File: src/vpfa_pkg.sv
// shared types and constants of the video packet frame assembler
package vpfa_pkg;

  // packet classification taken from the header id
  typedef enum logic [1:0] {
    KIND_NORMAL   = 2'd0,
    KIND_DISCARD  = 2'd1,
    KIND_MISMATCH = 2'd2
  } packet_kind_e;

  // configuration register indexes
  localparam logic [1:0] REG_PAYLOAD_BYTES       = 2'd0;
  localparam logic [1:0] REG_PACKETS_PER_SEGMENT = 2'd1;
  localparam logic [1:0] REG_SEGMENTS_PER_FRAME  = 2'd2;

  // header layout
  localparam int          HEADER_BYTES         = 4;
  localparam logic [3:0]  DISCARD_NIBBLE       = 4'hf;
  localparam logic [11:0] PACKET_NUM_MASK      = 12'hfff;
  localparam logic [2:0]  SEGMENT_NUM_MASK     = 3'h7;
  localparam logic [11:0] SEGMENT_CHECK_PACKET = 12'd20;

  // register reset values
  localparam logic [7:0] PAYLOAD_BYTES_RST       = 8'd160;
  localparam logic [5:0] PACKETS_PER_SEGMENT_RST = 6'd60;
  localparam logic [2:0] SEGMENTS_PER_FRAME_RST  = 3'd4;

endpackage

File: src/video_packet_frame_assembler_core.sv
// video packet frame assembler: packet parsing, frame tracking and buffer addressing
// a word that yields a result is registered in stages a, b and c before the master side
// throughput: one input word per cycle while the master side accepts (back-pressure stalls
// the input); the address product runs in a two-stage multiply pipeline behind the parser
// reset: asynchronous active low; clears parser state, pipeline valids and loads the
// register defaults (160 payload bytes, 60 packets, 4 segments); no frame active after reset
module video_packet_frame_assembler_core
  import vpfa_pkg::*;
#(
  parameter int MAX_PAYLOAD_BYTES = 240,
  parameter int MAX_PACKETS       = 60,
  parameter int MAX_SEGMENTS      = 4
) (
  input  logic        clk_i,
  input  logic        rst_ni,
  // configuration write port
  input  logic        cfg_we_i,
  input  logic [1:0]  cfg_index_i,
  input  logic [7:0]  cfg_data_i,
  // input stream
  input  logic        s_axis_tvalid,
  output logic        s_axis_tready,
  input  logic [7:0]  s_axis_tdata,   // [7:0] stream_byte
  input  logic [0:0]  s_axis_tuser,   // [0] frame_start
  // output stream
  output logic        m_axis_tvalid,
  input  logic        m_axis_tready,
  output logic [23:0] m_axis_tdata,   // [15:0] write_address, [23:16] write_data
  output logic        m_axis_tlast,   // frame_end
  output logic [2:0]  m_axis_tuser    // [0] write_valid, [1] frame_ok, [2] resync_request
);

  localparam int PL_W  = $clog2(MAX_PAYLOAD_BYTES + 1);
  localparam int PPS_W = $clog2(MAX_PACKETS + 1);
  localparam int PKT_W = $clog2(MAX_PACKETS);
  localparam int BP_W  = $clog2(MAX_PAYLOAD_BYTES + HEADER_BYTES);
  localparam int IDX_W = $clog2(MAX_SEGMENTS * MAX_PACKETS);
  localparam int AW    = (IDX_W + PL_W + 1 > 16) ? IDX_W + PL_W + 1 : 16;

  // configuration registers
  logic [7:0] payload_bytes_q;
  logic [5:0] packets_per_segment_q;
  logic [2:0] segments_per_frame_q;

  always_ff @(posedge clk_i or negedge rst_ni) begin
    if (!rst_ni) begin
      payload_bytes_q       <= PAYLOAD_BYTES_RST;
      packets_per_segment_q <= PACKETS_PER_SEGMENT_RST;
      segments_per_frame_q  <= SEGMENTS_PER_FRAME_RST;
    end else if (cfg_we_i) begin
      unique case (cfg_index_i)
        REG_PAYLOAD_BYTES:       payload_bytes_q       <= cfg_data_i;
        REG_PACKETS_PER_SEGMENT: packets_per_segment_q <= cfg_data_i[5:0];
        REG_SEGMENTS_PER_FRAME:  segments_per_frame_q  <= cfg_data_i[2:0];
        default: ;
      endcase
    end
  end

  // saturated register values
  logic [PL_W-1:0]  pl;
  logic [PPS_W-1:0] pps;
  logic [2:0]       spf;

  always_comb begin
    if (payload_bytes_q == 8'd0) begin
      pl = PL_W'(1);
    end else if ({1'b0, payload_bytes_q} > 9'(MAX_PAYLOAD_BYTES)) begin
      pl = PL_W'(MAX_PAYLOAD_BYTES);
    end else begin
      pl = PL_W'(payload_bytes_q);
    end
    if (packets_per_segment_q == 6'd0) begin
      pps = PPS_W'(1);
    end else if ({1'b0, packets_per_segment_q} > 7'(MAX_PACKETS)) begin
      pps = PPS_W'(MAX_PACKETS);
    end else begin
      pps = PPS_W'(packets_per_segment_q);
    end
    if (segments_per_frame_q == 3'd0) begin
      spf = 3'd1;
    end else if (segments_per_frame_q > 3'(MAX_SEGMENTS)) begin
      spf = 3'(MAX_SEGMENTS);
    end else begin
      spf = segments_per_frame_q;
    end
  end

  // parser state
  logic [BP_W-1:0]  byte_position_q, byte_position_d;
  logic [PKT_W-1:0] packet_count_q, packet_count_d;
  logic [2:0]       segment_count_q, segment_count_d;
  logic [7:0]       header_id_high_q, header_id_high_d;
  packet_kind_e     packet_kind_q, packet_kind_d;
  logic             discard_segment_flag_q, discard_segment_flag_d;
  logic             frame_active_q, frame_active_d;

  // pipeline handshake
  logic a_en, b_en, c_en;
  logic in_accept;

  // result of the parser for the current word
  logic             res_wv, res_fend, res_fok, res_rs;
  logic [2:0]       res_seg_m1;
  logic [PKT_W-1:0] res_pkt;
  logic [BP_W-1:0]  off;
  logic             last;
  logic [11:0]      hdr_num;
  logic [2:0]       hdr_seg;
  logic [PKT_W:0]   pkt_inc;

  assign in_accept = s_axis_tvalid & s_axis_tready;
  assign hdr_num   = {header_id_high_q[3:0], s_axis_tdata} & PACKET_NUM_MASK;
  assign hdr_seg   = header_id_high_q[6:4] & SEGMENT_NUM_MASK;

  // packet parser and frame tracking
  always_comb begin
    byte_position_d        = byte_position_q;
    packet_count_d         = packet_count_q;
    segment_count_d        = segment_count_q;
    header_id_high_d       = header_id_high_q;
    packet_kind_d          = packet_kind_q;
    discard_segment_flag_d = discard_segment_flag_q;
    frame_active_d         = frame_active_q;
    res_wv     = 1'b0;
    res_fend   = 1'b0;
    res_fok    = 1'b0;
    res_rs     = 1'b0;
    res_seg_m1 = segment_count_q - 3'd1;
    res_pkt    = packet_count_q;
    off        = byte_position_q - BP_W'(HEADER_BYTES);
    last       = ({1'b0, off} + 1'b1) >= (BP_W + 1)'(pl);
    pkt_inc    = {1'b0, packet_count_q} + 1'b1;
    if (in_accept) begin
      if (s_axis_tuser[0]) begin
        byte_position_d        = '0;
        packet_count_d         = '0;
        segment_count_d        = 3'd1;
        discard_segment_flag_d = 1'b0;
        packet_kind_d          = KIND_NORMAL;
        frame_active_d         = 1'b1;
        res_seg_m1             = 3'd0;
        res_pkt                = '0;
      end
      if (frame_active_d) begin
        if (byte_position_d == BP_W'(0)) begin
          header_id_high_d = s_axis_tdata;
          byte_position_d  = BP_W'(1);
        end else if (byte_position_d == BP_W'(1)) begin
          // classify the packet from the 16-bit id
          packet_kind_d = KIND_NORMAL;
          if ((header_id_high_q[3:0] & DISCARD_NIBBLE) == DISCARD_NIBBLE) begin
            packet_kind_d = KIND_DISCARD;
          end else if (hdr_num != 12'(packet_count_q)) begin
            packet_kind_d = KIND_MISMATCH;
          end else if (hdr_num == SEGMENT_CHECK_PACKET) begin
            if (hdr_seg == 3'd0) begin
              discard_segment_flag_d = 1'b1;
            end else if (hdr_seg != segment_count_q) begin
              packet_kind_d = KIND_MISMATCH;
            end
          end
          byte_position_d = BP_W'(2);
        end else if (byte_position_d < BP_W'(HEADER_BYTES)) begin
          byte_position_d = byte_position_d + 1'b1;
        end else begin
          // payload word
          res_wv = (packet_kind_q != KIND_DISCARD);
          if (!last) begin
            byte_position_d = byte_position_d + 1'b1;
          end else begin
            byte_position_d = '0;
            unique case (packet_kind_q)
              KIND_DISCARD: begin
                if (packet_count_q == '0 && segment_count_q == 3'd1) begin
                  res_fend       = 1'b1;
                  frame_active_d = 1'b0;
                end
              end
              KIND_MISMATCH: begin
                res_fend       = 1'b1;
                res_rs         = 1'b1;
                frame_active_d = 1'b0;
              end
              default: begin
                packet_count_d = PKT_W'(pkt_inc);
                if (pkt_inc >= (PKT_W + 1)'(pps)) begin
                  packet_count_d = '0;
                  if (discard_segment_flag_q) begin
                    discard_segment_flag_d = 1'b0;
                  end else if (segment_count_q >= spf) begin
                    res_fend       = 1'b1;
                    res_fok        = 1'b1;
                    frame_active_d = 1'b0;
                  end else begin
                    segment_count_d = segment_count_q + 3'd1;
                  end
                end
              end
            endcase
            packet_kind_d = KIND_NORMAL;
          end
        end
      end
    end
  end

  always_ff @(posedge clk_i or negedge rst_ni) begin
    if (!rst_ni) begin
      byte_position_q        <= '0;
      packet_count_q         <= '0;
      segment_count_q        <= 3'd1;
      header_id_high_q       <= '0;
      packet_kind_q          <= KIND_NORMAL;
      discard_segment_flag_q <= 1'b0;
      frame_active_q         <= 1'b0;
    end else begin
      byte_position_q        <= byte_position_d;
      packet_count_q         <= packet_count_d;
      segment_count_q        <= segment_count_d;
      header_id_high_q       <= header_id_high_d;
      packet_kind_q          <= packet_kind_d;
      discard_segment_flag_q <= discard_segment_flag_d;
      frame_active_q         <= frame_active_d;
    end
  end

  // pipeline registers: stage a holds the parser result, b the packet index, c the output
  logic             a_valid_q, b_valid_q, c_valid_q;
  logic             a_wv_q, a_fend_q, a_fok_q, a_rs_q;
  logic [7:0]       a_data_q;
  logic [2:0]       a_seg_m1_q;
  logic [PPS_W-1:0] a_pps_q;
  logic [PKT_W-1:0] a_pkt_q;
  logic [PL_W-1:0]  a_pl_q, a_off_q;
  logic             b_wv_q, b_fend_q, b_fok_q, b_rs_q;
  logic [7:0]       b_data_q;
  logic [IDX_W-1:0] b_idx_q;
  logic [PL_W-1:0]  b_pl_q, b_off_q;
  logic             c_wv_q, c_fend_q, c_fok_q, c_rs_q;
  logic [7:0]       c_data_q;
  logic [15:0]      c_addr_q;
  logic [AW-1:0]    addr_full;

  assign c_en          = !c_valid_q || m_axis_tready;
  assign b_en          = !b_valid_q || c_en;
  assign a_en          = !a_valid_q || b_en;
  assign s_axis_tready = a_en;
  assign addr_full     = AW'(b_idx_q) * AW'(b_pl_q) + AW'(b_off_q);

  // stage valids
  always_ff @(posedge clk_i or negedge rst_ni) begin
    if (!rst_ni) begin
      a_valid_q <= 1'b0;
      b_valid_q <= 1'b0;
      c_valid_q <= 1'b0;
    end else begin
      if (a_en) a_valid_q <= in_accept & (res_wv | res_fend);
      if (b_en) b_valid_q <= a_valid_q;
      if (c_en) c_valid_q <= b_valid_q;
    end
  end

  // stage payloads
  always_ff @(posedge clk_i) begin
    if (a_en) begin
      a_wv_q     <= res_wv;
      a_fend_q   <= res_fend;
      a_fok_q    <= res_fok;
      a_rs_q     <= res_rs;
      a_data_q   <= res_wv ? s_axis_tdata : 8'd0;
      a_seg_m1_q <= res_seg_m1;
      a_pps_q    <= pps;
      a_pkt_q    <= res_pkt;
      a_pl_q     <= pl;
      a_off_q    <= PL_W'(off);
    end
    if (b_en) begin
      b_wv_q   <= a_wv_q;
      b_fend_q <= a_fend_q;
      b_fok_q  <= a_fok_q;
      b_rs_q   <= a_rs_q;
      b_data_q <= a_data_q;
      b_idx_q  <= IDX_W'(IDX_W'(a_seg_m1_q) * IDX_W'(a_pps_q) + IDX_W'(a_pkt_q));
      b_pl_q   <= a_pl_q;
      b_off_q  <= a_off_q;
    end
    if (c_en) begin
      c_wv_q   <= b_wv_q;
      c_fend_q <= b_fend_q;
      c_fok_q  <= b_fok_q;
      c_rs_q   <= b_rs_q;
      c_data_q <= b_data_q;
      c_addr_q <= b_wv_q ? addr_full[15:0] : 16'd0;
    end
  end

  // output stream
  assign m_axis_tvalid = c_valid_q;
  assign m_axis_tdata  = {c_data_q, c_addr_q};
  assign m_axis_tlast  = c_fend_q;
  assign m_axis_tuser  = {c_rs_q, c_fok_q, c_wv_q};

endmodule

File: config.mk
export PLATFORM = sky130hd
export DESIGN_NAME = video_packet_frame_assembler_core
export DESIGN_NICKNAME = d
export VERILOG_FILES = /design/src/vpfa_pkg.sv /design/src/video_packet_frame_assembler_core.sv
export SDC_FILE = /design/constraint.sdc
export NUM_CORES = 1
export LEC_CHECK = 0
export BUFFER_PORTS_ARGS = -buffer_cell sky130_fd_sc_hd__buf_2
export CAP_MARGIN = 20
export CORE_MARGIN = 2
export CORE_UTILIZATION = 45
export DETAILED_ROUTE_END_ITERATION = 10
export GPL_TIMING_DRIVEN = 0
export SLEW_MARGIN = 20
export SYNTH_ARGS = -nofsm -noshare
export SYNTH_HDL_FRONTEND = slang
export SYNTH_SLANG_ARGS = --single-unit
File: constraint.sdc
create_clock -name clk_i -period 4.8 [get_ports clk_i]
set_input_delay 0.24 -clock clk_i [delete_from_list [all_inputs] [get_ports clk_i]]
set_output_delay 0.24 -clock clk_i [all_outputs]
set_load 0.1 [all_outputs]
==> impl_metrics.ini <==
[clock_network]
cts_tree = built
cts.clk_slew.worst_paths_ns = 0.06
clk-insertion-delay-late_ns = 0.42
numClockSinks = 155
cts.htree.levels = 4
cts_made_buffers = 17
max-clock-path-buffers = 2
cts_root_buffer = clkbuf_16

[synthesis]
synth_fa_ha_area_frac = 0.207
synth_top_family_by_area = adder cells
syn_nets = 1020
synthMostInstantiatedCell = inv_1
synth_xor_area_frac = 0.0333
avgSynthCellArea_um2 = 11.2
syn_inst = 867
yosys_warnings = 0
async_flop_share = 0.310
synth_flop_cell = edfxtp_1
yosys.area.top_type = edfxtp_1
ys_types = 69
syn-cell-area_um2 = 9740
synthTopCellsByCount = 119 x inv_1, 107 x edfxtp_1, 88 x nand2_1
synth.area.top_cells = edfxtp_1 33%, fa_1 11%, dfrtp_1 10%
muxShareOfSynthArea = 0.0294
synth_edf_count = 107
seq_area_frac_synth = 0.454
synth-compound-area-share = 0.0733
netlist.area_leader.share = 0.330
synth-simple-area-share = 0.144
ys_seq_elements = 155

[place]
port_buffers = 53
gp_congestion = 0.884
dp.cells = 1200
hpwlAfterDp_mm = 14.1

[route]
drt-total-wl_mm = 18.4
avgViaCountPerCell = 5.09
initialDrtViolationCount = 317
vias = 6327
antenna_left = 0
route.detailed.drc = 0
wire_per_inst_um = 14.8
drt_first_pass_iters = 5

[critical_path]
critPathMaxStageDelay_ns = 0.54
crit_chain = and2_1 -> fa_1 -> inv_1 -> fa_1 -> fa_1 -> fa_1 -> inv_1 -> ha_1 -> o21a_1 -> nor2_1 -> a211oi_1 -> a2111oi_2 -> a21oi_1 -> xnor2_1 -> and2_1
crit_type = register to register
reg2reg_depth = 15
crit_fanout = 6
cp_data_arrival_time_ns = 4.81
end_kind = register
path_common_cell = fa_1
crit_path_top_delay_cell = fa_1
setup.worst_path.start_class = register
required_ns = 4.98

[grt]
grt_pass1_wl_mm = 31.0
overflow = 0
grt_pass1_vias = 6371
antenna_found_initial = 0
grt_max_degree = 49
grtUsageTotal = 0.174

[floorplan]
start_util = 0.460
core.rowCount = 53
dieArea_um2 = 22800
io_pins = 54
die_x_um = 151
core-area_um2 = 21200
die_y_um = 151

[sta]
rsz0062_at_grt = true
tightest_slew_ns = 0.776
period_share = 0.965
max_freq_mhz = 216
hold_violations = 0
slew_violations = 0
finalSetupViolations = 0
fin_skew_ns = 0.0102
slew_headroom = 0.481
fin_crit_ns = 4.63

[layout]
diodes = 0
final_core_util = 0.526
fillers = 1871
layout-drive-gt1-share = 0.161
areaGrowthSynthToFinish_pct = 14.2
nets = 1107
final_cells = 1242

[worst_hold_path]
hold_path.class = primary input to register
hold_depth = 3

[power]
irDropWorstVdd_uv = 261
p_leak_nw = 5.11
cellPowerDensity_nw_per_um2 = 350

[job]
max_cap_viol_count = 0

[status]
outcome = completed
==> metrics by stage <==
stage	instance area [um^2]	TNS, ns	hold slack (ns)	setup slack, ns	power, mW
floorplan	9750	0	-0.0556	0.0269	2.33
global placement	10400	-0.780	0.401	-0.497	2.54
detailed placement	10400	-0.799	0.323	-0.503	2.55
CTS	11100	0	0.0235	0.120	3.91
global route	11100	-0.0235	0.0547	-0.0235	4.12
finish	11100	0	0.0308	0.170	3.89
==> layout by cell type, fill, tap and decap left out, types with 5 or more instances in the layout <==
cell type    n
buf_4       17
nor4_1       6
nor3_1      10
buf_2       54
buf_6        5
xnor2_1     25
mux2_2      21
a21oi_1     26
fa_1        53
nor3b_1      5
ha_1        76
nand2b_1    11
edfxtp_1   107
clkbuf_1    16
nor2_1      24
or3_1        5
o21a_1       5
xor2_1      12
o21ai_0     29
nand4_1      6
mux2i_1      5
and2_1      55
nand3_1     19
inv_1      119
dfrtp_1     39
dfstp_2      8
clkbuf_16   17
nor2b_1      6
a31oi_1      7
nand2_1     88
==> path summary, 6_finish.rpt <==
path | to | from | slack (ns)
max | c_addr_q[15]$_SDFFCE_PN0P_ | b_idx_q[1]$_DFFE_PP_ | 0.17
min | payload_bytes_q[6]$_DFFE_PN0P_ | cfg_data_i[6] | 0.03
max reg2reg | c_addr_q[15]$_SDFFCE_PN0P_ | b_idx_q[1]$_DFFE_PP_ | 0.17
min reg2reg | b_fend_q$_DFFE_PP_ | a_fend_q$_DFFE_PN_ | 0.42
max in group asynchronous | m_axis_tvalid$_DFFE_PN0P_ | rst_ni | 3.91
min in group asynchronous | header_id_high_q[2]$_DFFE_PN0P_ | rst_ni | 0.39
==> area by class of cell <==
cell class                 instances  area (um^2)  area share
inverter                         120          450      0.0405
buffer                            25          120      0.0108
clock inverter                    15          163      0.0146
sequential                       155         4430       0.398
clock buffer                      17          425      0.0382
tap                              275          344      0.0309
multi-input combinational        564         4760       0.428
timing repair buffer              71          428      0.0385
==> per-layer routing <==
| metal | track usage | share of wire |
|---|---|---|
| met4 | 0.0486 | 0.013 |
| met5 | 0 | 0 |
| met3 | 0.0325 | 0.028 |
| met1 | 0.225 | 0.46 |
| met2 | 0.301 | 0.50 |
==> cells by family after synthesis <==
| group | Yosys count |
|---|---|
| muxes | 26 |
| buffers and inverters | 148 |
| adders and majority gates | 129 |
| DFF | 155 |
| and+or+nand+nor | 263 |
| AOI/OAI and AO/OA | 109 |
| xor gates and xnor gates | 37 |
==> critical path: cells and delay by family (launching register included) <==
| kind | cells | cell delay, ns |
|---|---|---|
| simple gates | 3 | 0.47 |
| flops | 1 | 0.49 |
| compound gates | 4 | 0.77 |
| fa+ha+maj | 5 | 2.43 |
| xor+xnor | 1 | 0.14 |
| buf+inv | 2 | 0.09 |
==> power breakdown <==
group / switching (mW) / internal [mW]
clock network: 0.591 / 0.735
registers: 0.120 / 1.57
logic: 0.498 / 0.378
==> state kept, by name, indices dropped and copies added, names as in the netlist, 3 cells and up <==
name / flops
c_addr_q: 16
a_data_q: 8
a_off_q: 8
a_pl_q: 8
b_data_q: 8
b_idx_q: 8
b_off_q: 8
b_pl_q: 8
byte_position_q: 8
c_data_q: 8
payload_bytes_q: 8
header_id_high_q: 7
a_pkt_q: 6
a_pps_q: 6
packet_count_q: 6
packets_per_segment_q: 6
a_seg_m1_q: 3
segment_count_q: 3
segments_per_frame_q: 3
==> repair_timing <==
item                                   in CTS  in global routing
hold buffers                                1                  0
pin swaps                                   1                  0
gates resized for setup                     3                  2
setup buffers                               7                  5
setup endpoints to repair                   2                  2
endpoints found under the hold margin      40                  0
Power figures use the tool's default switching activity.
